<file path="src/hdl/tlg_row_update.sv">
// one row of b3/s23 cell updaters on a column ring of variable length
// depends on nothing outside this file
`timescale 1ns / 1ps

module tlg_row_update #(
  parameter int unsigned MAX_COLS = 64
) (
  input  logic [MAX_COLS-1:0] up_i,
  input  logic [MAX_COLS-1:0] mid_i,
  input  logic [MAX_COLS-1:0] dn_i,
  input  logic [MAX_COLS-1:0] mask_i,
  input  logic [MAX_COLS-1:0] top_sel_i,
  output logic [MAX_COLS-1:0] next_o
);

  localparam logic [3:0] NBR_KEEP = 4'd2;
  localparam logic [3:0] NBR_BORN = 4'd3;

  // bit k takes bit k-1, bit 0 takes the last column in use
  function automatic logic [MAX_COLS-1:0] rot_up(input logic [MAX_COLS-1:0] x,
                                                 input logic [MAX_COLS-1:0] m,
                                                 input logic [MAX_COLS-1:0] sel);
    logic [MAX_COLS-1:0] r;
    r = (x << 1) & m;
    r[0] = r[0] | (|(x & sel));
    return r;
  endfunction

  // bit k takes bit k+1, the last column in use takes bit 0
  function automatic logic [MAX_COLS-1:0] rot_dn(input logic [MAX_COLS-1:0] x,
                                                 input logic [MAX_COLS-1:0] sel);
    return (x >> 1) | (sel & {MAX_COLS{x[0]}});
  endfunction

  logic [MAX_COLS-1:0] u, m, d;
  logic [MAX_COLS-1:0] u_l, u_r, m_l, m_r, d_l, d_r;
  logic [MAX_COLS-1:0] live;
  logic [3:0]          cnt;

  always_comb begin
    u   = up_i & mask_i;
    m   = mid_i & mask_i;
    d   = dn_i & mask_i;
    u_l = rot_up(u, mask_i, top_sel_i);
    u_r = rot_dn(u, top_sel_i);
    m_l = rot_up(m, mask_i, top_sel_i);
    m_r = rot_dn(m, top_sel_i);
    d_l = rot_up(d, mask_i, top_sel_i);
    d_r = rot_dn(d, top_sel_i);
    cnt = '0;
    for (int k = 0; k < MAX_COLS; k++) begin
      cnt = 4'(u_l[k]) + 4'(u[k]) + 4'(u_r[k]) + 4'(m_l[k]) + 4'(m_r[k])
          + 4'(d_l[k]) + 4'(d[k]) + 4'(d_r[k]);
      live[k] = (cnt == NBR_BORN) || ((cnt == NBR_KEEP) && m[k]);
    end
    next_o = (mid_i & ~mask_i) | (live & mask_i);
  end

endmodule

</file>
<file path="config.mk">
export PLATFORM = sky130hd
export DESIGN_NAME = tlg_row_update
export DESIGN_NICKNAME = d
export VERILOG_FILES = /design/src/hdl/tlg_row_update.sv
export SDC_FILE = /design/constraint.sdc
export NUM_CORES = 1
export LEC_CHECK = 0
export ABC_AREA = 1
export BUFFER_PORTS_ARGS = -buffer_cell sky130_fd_sc_hd__buf_2
export CORE_MARGIN = 4
export CORE_UTILIZATION = 40
export DETAILED_ROUTE_END_ITERATION = 6
export GPL_TIMING_DRIVEN = 0
export PLACE_DENSITY = 0.71
export REMOVE_ABC_BUFFERS = 1
export SKIP_LAST_GASP = 1
export SYNTH_ARGS = -nofsm -noshare
export SYNTH_HDL_FRONTEND = slang
export SYNTH_SLANG_ARGS = --single-unit
</file>
<file path="constraint.sdc">
create_clock -name vclk -period 10.6
set_input_delay 3.18 -clock vclk [all_inputs]
set_output_delay 3.18 -clock vclk [all_outputs]
set_load 0.005 [all_outputs]
</file>
==> results of run 1 <==
## placed cells by master, fill, tap and decap left out, types with 2 or more instances in the layout
| cell | n |
|---|---|
| sky130_fd_sc_hd__a21oi_1 | 4 |
| sky130_fd_sc_hd__buf_2 | 384 |
| sky130_fd_sc_hd__diode_2 | 8 |
| sky130_fd_sc_hd__fa_1 | 256 |
| sky130_fd_sc_hd__ha_1 | 192 |
| sky130_fd_sc_hd__inv_1 | 732 |
| sky130_fd_sc_hd__inv_2 | 7 |
| sky130_fd_sc_hd__inv_4 | 2 |
| sky130_fd_sc_hd__nand2_1 | 570 |
| sky130_fd_sc_hd__nand2_2 | 17 |
| sky130_fd_sc_hd__nand2_8 | 3 |
| sky130_fd_sc_hd__nand3_1 | 154 |
| sky130_fd_sc_hd__nand4_1 | 69 |
| sky130_fd_sc_hd__nor2_1 | 116 |
| sky130_fd_sc_hd__nor2_2 | 2 |
| sky130_fd_sc_hd__o2111ai_1 | 62 |
| sky130_fd_sc_hd__o21ai_0 | 287 |
## metal layers
layer  vias up  track usage
li1       8465            -
met1      7815        0.290
met2       449        0.362
met3        64       0.0216
met4        10       0.0438
met5         -            0
## cells by family (layout without fill, tap and decap cells)
kind of cell,count (synthesis),in the layout,share of synthesized area
AND/OR/NAND/NOR,932,932,0.236
buffers and inverters,822,1125,0.195
adder cells (fa/ha/maj),448,448,0.449
AO/OA/AOI/OAI,355,355,0.120
other,0,8,0
## path summary, 6_finish.rpt
path | end | cells past startpoint | slack (ns)
worst max-delay path | next_o[3] | 14 | 0.41
worst min-delay path | next_o[11] | 4 | 6.66
## timing repair
item                                    4_1_cts  5_1_grt
hold buffers                                  0        0
gates resized for setup                       0        1
endpoints found under the setup margin        0        6
## through the flow
stage          worst slack [ns]  power (mW)  hold slack, ns  setup TNS [ns]
6_report                  0.406        1.15            6.66               0
5_1_grt                   0.168        1.38            6.69               0
4_1_cts                   0.187        1.17            6.67               0
3_5_place_dp              0.193        1.16            6.66               0
3_3_place_gp             -0.299        1.13            6.67          -12.67
2_1_floorplan             0.983       0.785            6.42               0
## cell usage after synthesis (all sizes together)
library cell and count:
inv 741, o2111ai 62, a21oi 4, fa 256, nand3b 1, nor2 118, nand4 69, ha 192
nand2 590, nand3 154, o211ai 1, buf 65, clkbuf 16, o21ai 288
## critical path: cells and delay by family
kind                     cells  cell delay [ns]
buffers and inverters        4             0.56
AO/OA/AOI/OAI                3             0.74
adder cells (fa/ha/maj)      5             2.03
AND/OR/NAND/NOR              2             0.49
## layout make-up
type | count | area, um^2
fill | 4373 | 22200
multi-input combinational | 1735 | 13500
timing repair buffer | 384 | 1920
antenna | 8 | 20.0
inverter | 741 | 2790
tap | 532 | 666
## power by group
group | leakage (nW) | internal, mW | total (mW) | switching, mW
Sequential | 0 | 0 | 0 | 0
Clock | 0.0000507 | 0.000000101 | 0.000000101 | 0
Combinational | 11.7 | 0.467 | 1.15 | 0.685
==> impl_summary.txt, run 1 <==
----------------------------------------------------
[Run status]
  Outcome ... finished, final reports clean

[STA]
  Unrepaired setup endpoints after global routing ... false
  Max Slew Vio Count ... 0
  Final hold violation count ... 0
  Remaining max-slew budget at the tightest pin ... 0.633
  Part of the cycle the worst path needs ... 0.962
  Transition time at the pin with the least slew margin ... roughly 0.55 ns
  Achievable Freq ... 0.0981 GHz
  # setup viols final ... 0
  Time the final worst path needs with I/O delays and setup ... between 10 and 15 ns

[Critical path]
  Largest incremental delay on the critical path ... roughly 0.55 ns
  Most common cell type on the critical path ... sky130_fd_sc_hd__fa_1
  Worst setup path category ... primary input to output port
  Worst Path Required ... around 7.4 ns
  Element type at the critical path start ... primary input
  Endpoint kind of the worst setup timing path ... output port
  Origin of the worst setup path ... mask_i[0]
  Worst path cell trace ... buf_2 -> nand2_8 -> o21ai_0 -> fa_1 -> inv_1 -> fa_1 -> fa_1 -> inv_1 -> ha_1 -> fa_1 -> o21ai_0 -> o2111ai_1 -> nand2_1 -> buf_2
  CP arrival ... between 7 and 8 ns
  Biggest fanout along the worst timing path ... 64
  Cell with the largest stage delay on the worst path ... sky130_fd_sc_hd__fa_1

[Floorplan]
  Die width ... 213 um
  Area of the placeable core ... roughly 41000 um^2
  Total Die Area ... 45300 um^2
  Die height ... 213 um
  Starting Density ... 0.408
  # IOs ... roughly 380
  Num rows ... 74

[Yosys]
  Count of distinct cell types in the synthesized netlist ... 22
  Leading post-synthesis cells by cell area ... sky130_fd_sc_hd__fa_1 31%, sky130_fd_sc_hd__inv_1 16%, sky130_fd_sc_hd__ha_1 14%, sky130_fd_sc_hd__nand2_1 13%, sky130_fd_sc_hd__o21ai_0 8.6%
  Area share of the leading cell type in the synthesized netlist ... 0.306
  Cell type contributing the most total cell area after synthesis ... sky130_fd_sc_hd__fa_1
  Synth Warn # ... 0
  Portion of the post-synthesis area used by sequential elements ... 0
  Summed instance area of the synthesized netlist ... 16800 um^2
  Synthesized netlist cell count ... around 2600
  Average cell area after synthesis ... approximately 6.6 um^2

[Hold path]
  Type of the worst min-delay path ... primary input to output port
  Start point of the worst min-delay path ... mid_i[11]

[Clock tree]
  Post-CTS setup buffer count ... 0

[Global routing]
  Global-route wire length before repair ... about 80000 um
  Maximum number of pins on one net before global-route repair ... 65
  Via count of the first global-routing pass ... around 17000
  GR Overflow Total ... 0
  Global Route Usage Sum ... 0.211
  Initial antenna violation count ... 13

[Flow run]
  Count of max-cap constraint violations ... 0

[Final layout]
  Total of clock buffers placed in the layout ... 0
  Share of cells above drive strength 1 ... 0.145
  Count of non-filler cells in the finished layout ... 3400
  Count of nets after finishing ... 3630
  Utilization after layout ... 0.460
  Area Overhead vs Synth ... 12.7%
  Final Instance Area ... approximately 19000 um^2
  Register area ... 0 um^2
  Sequential cell count ... 0

[Placement]
  Number of buffer cells added on primary ports ... 384
  Number of cells after detailed placement ... between 3000 and 4000
  Final GP Congestion ... slightly above 0.9
  Post-detailed-placement half-perimeter wirelength ... roughly 42000 um
  Instance area at placement ... 18900 um^2

[Detailed routing]
  Antenna-violating nets left ... 0
  Sum of met2 wire segment lengths after detailed routing ... 23200 um
  Number of DRC markers after the initial detailed-route iteration ... between 900 and 1000
  Wire per inst ... approximately 14 um
  Pre-Repair DR Iteration Count ... 6
  Top layer used by detailed routing ... met5
  Detailed route wirelength on metal3 ... about 2500 um
  Drt drc ... 0
  Detailed-route wire length ... 48500 um
  Vias after detailed routing ... 16800
  Wire length on met1 ... around 22000 um
  Via/cell ratio ... slightly below 5

[Power]
  Leakage power of the design ... ~12 nW
  Total power divided by cell area ... roughly 61 nW/um^2
  Worst VDD drop ... approximately 0.03 mV

----------------------------------------------------
No activity file was read; power rests on OpenSTA's default activity.
==> run 2: changes to the inputs <==
--- a/config.mk
+++ b/config.mk
@@ -6,12 +6,15 @@
 export NUM_CORES = 1
 export LEC_CHECK = 0
 export ABC_AREA = 1
+export ABC_CLOCK_PERIOD_IN_PS = 11000
 export BUFFER_PORTS_ARGS = -buffer_cell sky130_fd_sc_hd__buf_2
+export CELL_PAD_IN_SITES_DETAIL_PLACEMENT = 1
+export CELL_PAD_IN_SITES_GLOBAL_PLACEMENT = 1
 export CORE_MARGIN = 4
 export CORE_UTILIZATION = 40
 export DETAILED_ROUTE_END_ITERATION = 6
 export GPL_TIMING_DRIVEN = 0
-export PLACE_DENSITY = 0.71
+export PLACE_DENSITY = 0.93
 export REMOVE_ABC_BUFFERS = 1
 export SKIP_LAST_GASP = 1
 export SYNTH_ARGS = -nofsm -noshare
==> constraint.sdc (replaced) <==
create_clock -name vclk -period 11
set_input_delay 3.3 -clock vclk [all_inputs]
set_output_delay 3.3 -clock vclk [all_outputs]
set_load 0.005 [all_outputs]
==> impl_summary.txt, run 2 (same netlist as run 1, synthesis figures left out) <==
----------------------------------------------------
[Floorplan]
  Area of the placeable core ... 41100 um^2 (unchanged)
  Starting Density ... 0.408 (unchanged)
  Die width ... 213 um (unchanged)
  Die height ... 213 um (unchanged)
  # IOs ... 384 (unchanged)
  Num rows ... 74 (unchanged)
  Total Die Area ... 45300 um^2 (unchanged)

[Global routing]
  Met1 layer usage reported by global route ... 0.305 (+0.0150)
  Via count of the first global-routing pass ... 20200 (+22%)
  Initial antenna violation count ... 24 (+11)
  Met2 demand-to-capacity share in global routing ... 0.470 (+0.107)
  Highest-utilization routing layer at the global route stage ... met2
  Global-route wire length before repair ... 96200 um (+21%)
  Global Route Usage Sum ... 0.256 (+0.0453)
  Maximum number of pins on one net before global-route repair ... 65 (unchanged)
  GR Overflow Total ... 0 (unchanged)
  GR met3 Demand/Resource ... 0.0300 (+0.00837)

[Detailed routing]
  Antenna-violating nets left ... 0 (unchanged)
  Vias after detailed routing ... 18100 (+7.4%)
  Pre-Repair DR Iteration Count ... 5 (-1)
  Wire per inst ... 17.4 um (+22%)
  Drt drc ... 0 (unchanged)
  Detailed-route wire length ... 59300 um (+22%)
  Via/cell ratio ... 5.29 (+7.0%)
  Number of DRC markers after the initial detailed-route iteration ... 730 (-24%)

[Critical path]
  Cell with the largest stage delay on the worst path ... sky130_fd_sc_hd__fa_1
  Largest incremental delay on the critical path ... 0.55 ns (about the same)
  Worst Path Required ... 7.70 ns (+0.28 ns)
  Endpoint kind of the worst setup timing path ... output port
  Family of cells with the greatest summed delay on the critical path ... adder cells
  Most common cell type on the critical path ... sky130_fd_sc_hd__fa_1
  Element type at the critical path start ... primary input
  Worst setup path category ... primary input to output port
  CP Buf/Inv Count ... 4 (unchanged)
  Worst path cell trace ... buf_2 -> nand2_8 -> o21ai_0 -> fa_1 -> inv_1 -> fa_1 -> fa_1 -> inv_1 -> ha_1 -> fa_1 -> o21ai_0 -> a21oi_1 -> nor2_1 -> nor2_1 -> buf_2
  CP arrival ... 7.32 ns (+0.31 ns)
  Biggest fanout along the worst timing path ... 64 (unchanged)

[Run status]
  Outcome ... finished, final reports clean

[STA]
  Remaining max-slew budget at the tightest pin ... 0.625 (-0.00748)
  Max Slew Vio Count ... 0 (unchanged)
  Part of the cycle the worst path needs ... 0.965
  Worst hold slack ... 6.91 ns (+0.242 ns)
  # setup viols final ... 0 (unchanged)
  Achievable Freq ... ~0.094 GHz
  Final-layout setup total negative slack ... 0 ns (unchanged)
  Final hold violation count ... 0 (unchanged)
  Time the final worst path needs with I/O delays and setup ... about 11 ns
  Unrepaired setup endpoints after global routing ... false
  Transition time at the pin with the least slew margin ... 0.561 ns (+0.00977 ns)

[Placement]
  Number of buffer cells added on primary ports ... 384 (unchanged)
  Final GP Congestion ... 0.942 (+4.1%)
  Instance area at placement ... 18900 um^2 (unchanged)
  Post-detailed-placement half-perimeter wirelength ... 52500 um (+24%)

[Final layout]
  Register area ... 0 um^2 (unchanged)
  Final Instance Area ... 18900 um^2 (+0.20%)
  Total of clock buffers placed in the layout ... 0 (unchanged)
  Most common cell after layout, fill and taps aside ... sky130_fd_sc_hd__inv_1
  Area Overhead vs Synth ... 12.9%
  # fillers ... 5681 (+30%)
  Count of nets after finishing ... 3630 (unchanged)
  Sequential cell count ... 0 (unchanged)
  Top library cells by usage in the layout, fill and taps aside ... 732 x sky130_fd_sc_hd__inv_1, 570 x sky130_fd_sc_hd__nand2_1, 384 x sky130_fd_sc_hd__buf_2
  Share of cells above drive strength 1 ... 0.145 (unchanged)
  Area occupied by multi-input gates ... 13500 um^2 (unchanged)

[Power]
  Power, Total ... 1.19 mW (+3.7%)
  Leakage power of the design ... 11.7 nW (about the same)
  Worst VDD drop ... 0.0314 mV (+4.2%)
  Total power divided by cell area ... 63.1 nW/um^2 (+3.5%)

[Clock tree]
  Post-CTS Hold Fix Bufs ... 0 (unchanged)

[Hold path]
  Hold Path Cell Cnt ... 4 (unchanged)
  Start point of the worst min-delay path ... mid_i[26]
  Type of the worst min-delay path ... primary input to output port
  Worst Hold Path EP ... next_o[26]

[Flow run]
  Count of max-cap constraint violations ... 0 (unchanged)

----------------------------------------------------
## run 2: routing by layer
layer / vias to the layer above / share of wire
met5: - / 0.00081
met4: 8 / 0.042
met3: 157 / 0.049
met2: 477 / 0.51
met1: 8918 / 0.40
li1: 8491 / -
## run 2: cell type report
cell class                 instances  area share
antenna                           23     0.00304
timing repair buffer             384       0.101
inverter                         741       0.147
multi-input combinational       1735       0.713
tap                              532      0.0352
## run 2: how the worst max path moves through the flow
stage	from	endpoint	slack, ns	depth (start not counted)
2_1_floorplan	up_i[0]	next_o[62]	1.14	13
3_3_place_gp	mask_i[0]	next_o[62]	-0.30	15
3_5_place_dp	mask_i[0]	next_o[62]	0.11	15
4_1_cts	mask_i[0]	next_o[62]	0.11	15
5_1_grt	mask_i[0]	next_o[62]	0.17	15
6_report	mask_i[0]	next_o[62]	0.38	15
## run 2: report_power, final
group	switching (mW)	leakage (nW)	internal [mW]	total (mW)
combinational	0.722	11.7	0.472	1.19
clock	0	0.000146	0.000000280	0.000000280
sequential	0	0	0	0
total	0.722	11.7	0.472	1.19
## run 2: timing repair
item | in CTS | in global routing
gates resized for setup | 0 | 1
buffers inserted | 0 | 0
endpoints found under the setup margin | 0 | 8
## run 2: stage by stage
| step | util | setup slack [ns] | std cells |
|---|---|---|---|
| after global placement | 0.459 | -0.304 | 3392 |
| after CTS | 0.459 | 0.108 | 3392 |
| after global routing | 0.460 | 0.172 | 3409 |
| final | 0.461 | 0.380 | 3415 |
| after detailed placement | 0.459 | 0.113 | 3392 |
| after floorplan | - | 1.14 | 2476 |
==> run 3: changes to the inputs <==
--- a/config.mk
+++ b/config.mk
@@ -7,14 +7,14 @@
 export LEC_CHECK = 0
 export ABC_AREA = 1
 export ABC_CLOCK_PERIOD_IN_PS = 11000
-export BUFFER_PORTS_ARGS = -buffer_cell sky130_fd_sc_hd__buf_2
 export CELL_PAD_IN_SITES_DETAIL_PLACEMENT = 1
 export CELL_PAD_IN_SITES_GLOBAL_PLACEMENT = 1
 export CORE_MARGIN = 4
 export CORE_UTILIZATION = 40
 export DETAILED_ROUTE_END_ITERATION = 6
+export DONT_BUFFER_PORTS = 1
 export GPL_TIMING_DRIVEN = 0
-export PLACE_DENSITY = 0.93
+export PLACE_DENSITY = 0.82
 export REMOVE_ABC_BUFFERS = 1
 export SKIP_LAST_GASP = 1
 export SYNTH_ARGS = -nofsm -noshare
==> impl_summary.txt, run 3 (same netlist as run 1, synthesis figures left out) <==
----------------------------------------------------
[Power]
  Leakage power of the design ... 10.1 nW (-13%)
  Worst VDD drop ... 0.0241 mV (-23%)
  Power, Total ... 1.02 mW (-15%)
  Total power divided by cell area ... 59.9 nW/um^2 (-5.1%)

[Placement]
  Final GP Congestion ... 0.889 (-5.6%)
  Number of cells after detailed placement ... 3009 (-11%)
  Number of buffer cells added on primary ports ... 0 (-100%)
  Worst-case setup slack after placement ... 0.813 ns (+0.700 ns)
  Post-detailed-placement half-perimeter wirelength ... 49300 um (-6.2%)
  Instance area at placement ... 17000 um^2 (-10%)

[Final layout]
  Area occupied by multi-input gates ... 13500 um^2 (about the same)
  Count of non-filler cells in the finished layout ... 3009 (-12%)
  Utilization after layout ... 0.413 (-0.0477)
  # fillers ... 5525 (-2.7%)
  Top library cells by usage in the layout, fill and taps aside ... 732 x sky130_fd_sc_hd__inv_1, 570 x sky130_fd_sc_hd__nand2_1, 287 x sky130_fd_sc_hd__o21ai_0
  Most common cell after layout, fill and taps aside ... sky130_fd_sc_hd__inv_1
  Final Instance Area ... 17000 um^2 (-10%)
  Count of nets after finishing ... 3247 (-11%)
  Total of clock buffers placed in the layout ... 0 (unchanged)
  Share of cells above drive strength 1 ... 0.0129 (-0.132)
  Diode count ... 0 (-100%)
  Register area ... 0 um^2 (unchanged)
  Sequential cell count ... 0 (unchanged)
  Area Overhead vs Synth ... 1.25%

[Detailed routing]
  Drt drc ... 0 (unchanged)
  Antenna-violating nets left ... 0 (unchanged)
  Wire per inst ... 18.4 um (+5.8%)
  Via/cell ratio ... 5.39 (+2.1%)
  Vias after detailed routing ... 16200 (-10%)
  Detailed-route wire length ... 55300 um (-6.8%)
  Pre-Repair DR Iteration Count ... 5 (unchanged)
  Number of DRC markers after the initial detailed-route iteration ... 687 (-5.9%)

[Critical path]
  Element type at the critical path start ... primary input
  Crit path depth ... 13 (-2)
  Origin of the worst setup path ... up_i[0]
  Cell with the largest stage delay on the worst path ... sky130_fd_sc_hd__fa_1
  Worst Setup EP ... next_o[27]
  Worst Path Required ... 7.70 ns (about the same)
  Family of cells with the greatest summed delay on the critical path ... adder cells
  Endpoint kind of the worst setup timing path ... output port
  Worst path cell trace ... nand2_4 -> buf_16 -> o21ai_0 -> fa_1 -> inv_1 -> fa_1 -> fa_1 -> inv_1 -> ha_1 -> fa_1 -> o21ai_0 -> o2111ai_1 -> nand2_1
  Most common cell type on the critical path ... sky130_fd_sc_hd__fa_1
  CP arrival ... 6.85 ns (-0.47 ns)
  CP Buf/Inv Count ... 3 (-1)
  Biggest fanout along the worst timing path ... 39 (-39%)
  Worst setup path category ... primary input to output port
  Largest incremental delay on the critical path ... 0.55 ns (about the same)

[Global routing]
  GR Overflow Total ... 0 (unchanged)
  Maximum number of pins on one net before global-route repair ... 65 (unchanged)
  Global Route Usage Sum ... 0.240 (-0.0156)
  Global-route wire length before repair ... 89400 um (-7.0%)
  Via count of the first global-routing pass ... 18100 (-10%)
  Initial antenna violation count ... 0 (-100%)

[STA]
  Remaining max-slew budget at the tightest pin ... 0.625 (about the same)
  Final setup margin ... 0.854 ns (+0.474 ns)
  # setup viols final ... 0 (unchanged)
  Part of the cycle the worst path needs ... 0.922 (-0.0431)
  Final-layout setup total negative slack ... 0 ns (unchanged)
  Time the final worst path needs with I/O delays and setup ... 10.15 ns (-0.474 ns)
  Transition time at the pin with the least slew margin ... 0.561 ns (+0.00000167 ns)
  Worst hold slack ... 6.70 ns (-0.203 ns)
  Unrepaired setup endpoints after global routing ... false
  Achievable Freq ... 0.0986 GHz (+4.7%)
  Max Slew Vio Count ... 0 (unchanged)
  Final hold violation count ... 0 (unchanged)

[Flow run]
  Count of max-cap constraint violations ... 0 (unchanged)

[Floorplan]
  Area of the placeable core ... 41100 um^2 (unchanged)
  Total Die Area ... 45300 um^2 (unchanged)
  # IOs ... 384 (unchanged)
  Die height ... 213 um (unchanged)
  Starting Density ... 0.408 (unchanged)
  Num rows ... 74 (unchanged)
  Die width ... 213 um (unchanged)

[Clock tree]
  Count of cells resized by post-cts repair ... 0 (unchanged)
  Post-CTS Hold Fix Bufs ... 0 (unchanged)
  Post-CTS setup buffer count ... 0 (unchanged)

[Run status]
  Outcome ... finished, final reports clean

[Hold path]
  Type of the worst min-delay path ... primary input to output port

----------------------------------------------------
[run 3: changes by cell type in the layout (fill, tap and decap cells not counted), sizes merged]
cell,previous run,this run
buf,384,1
diode,23,0
[run 3: worst min-delay path by stage]
stage          startpoint    endpoint  slack (ns)  depth (start not counted)
5_1_grt         mid_i[53]  next_o[53]        6.72                          2
2_1_floorplan   mask_i[0]   next_o[0]        6.66                          1
3_3_place_gp    mid_i[28]  next_o[28]        6.71                          2
3_5_place_dp    mid_i[56]  next_o[56]        6.71                          2
4_1_cts         mid_i[56]  next_o[56]        6.71                          2
6_report        mid_i[56]  next_o[56]        6.70                          2
[run 3: final cells by class]
cell class         instances  area share
inverters                741       0.164
multi-input cells       1735       0.795
well taps                532      0.0392
repair buffers             1     0.00162
[run 3: power by group]
part,switching (mW),leakage [nW],internal (mW)
Combinational,0.619,10.1,0.397
Clock,0,0,0
Sequential,0,0,0
[run 3: layer usage]
| layer | part of all wire | global-route usage |
|---|---|---|
| met1 | 0.41 | 0.291 |
| met2 | 0.51 | 0.446 |
| met3 | 0.051 | 0.0354 |
| met4 | 0.033 | 0.0629 |
| met5 | 0 | 0 |
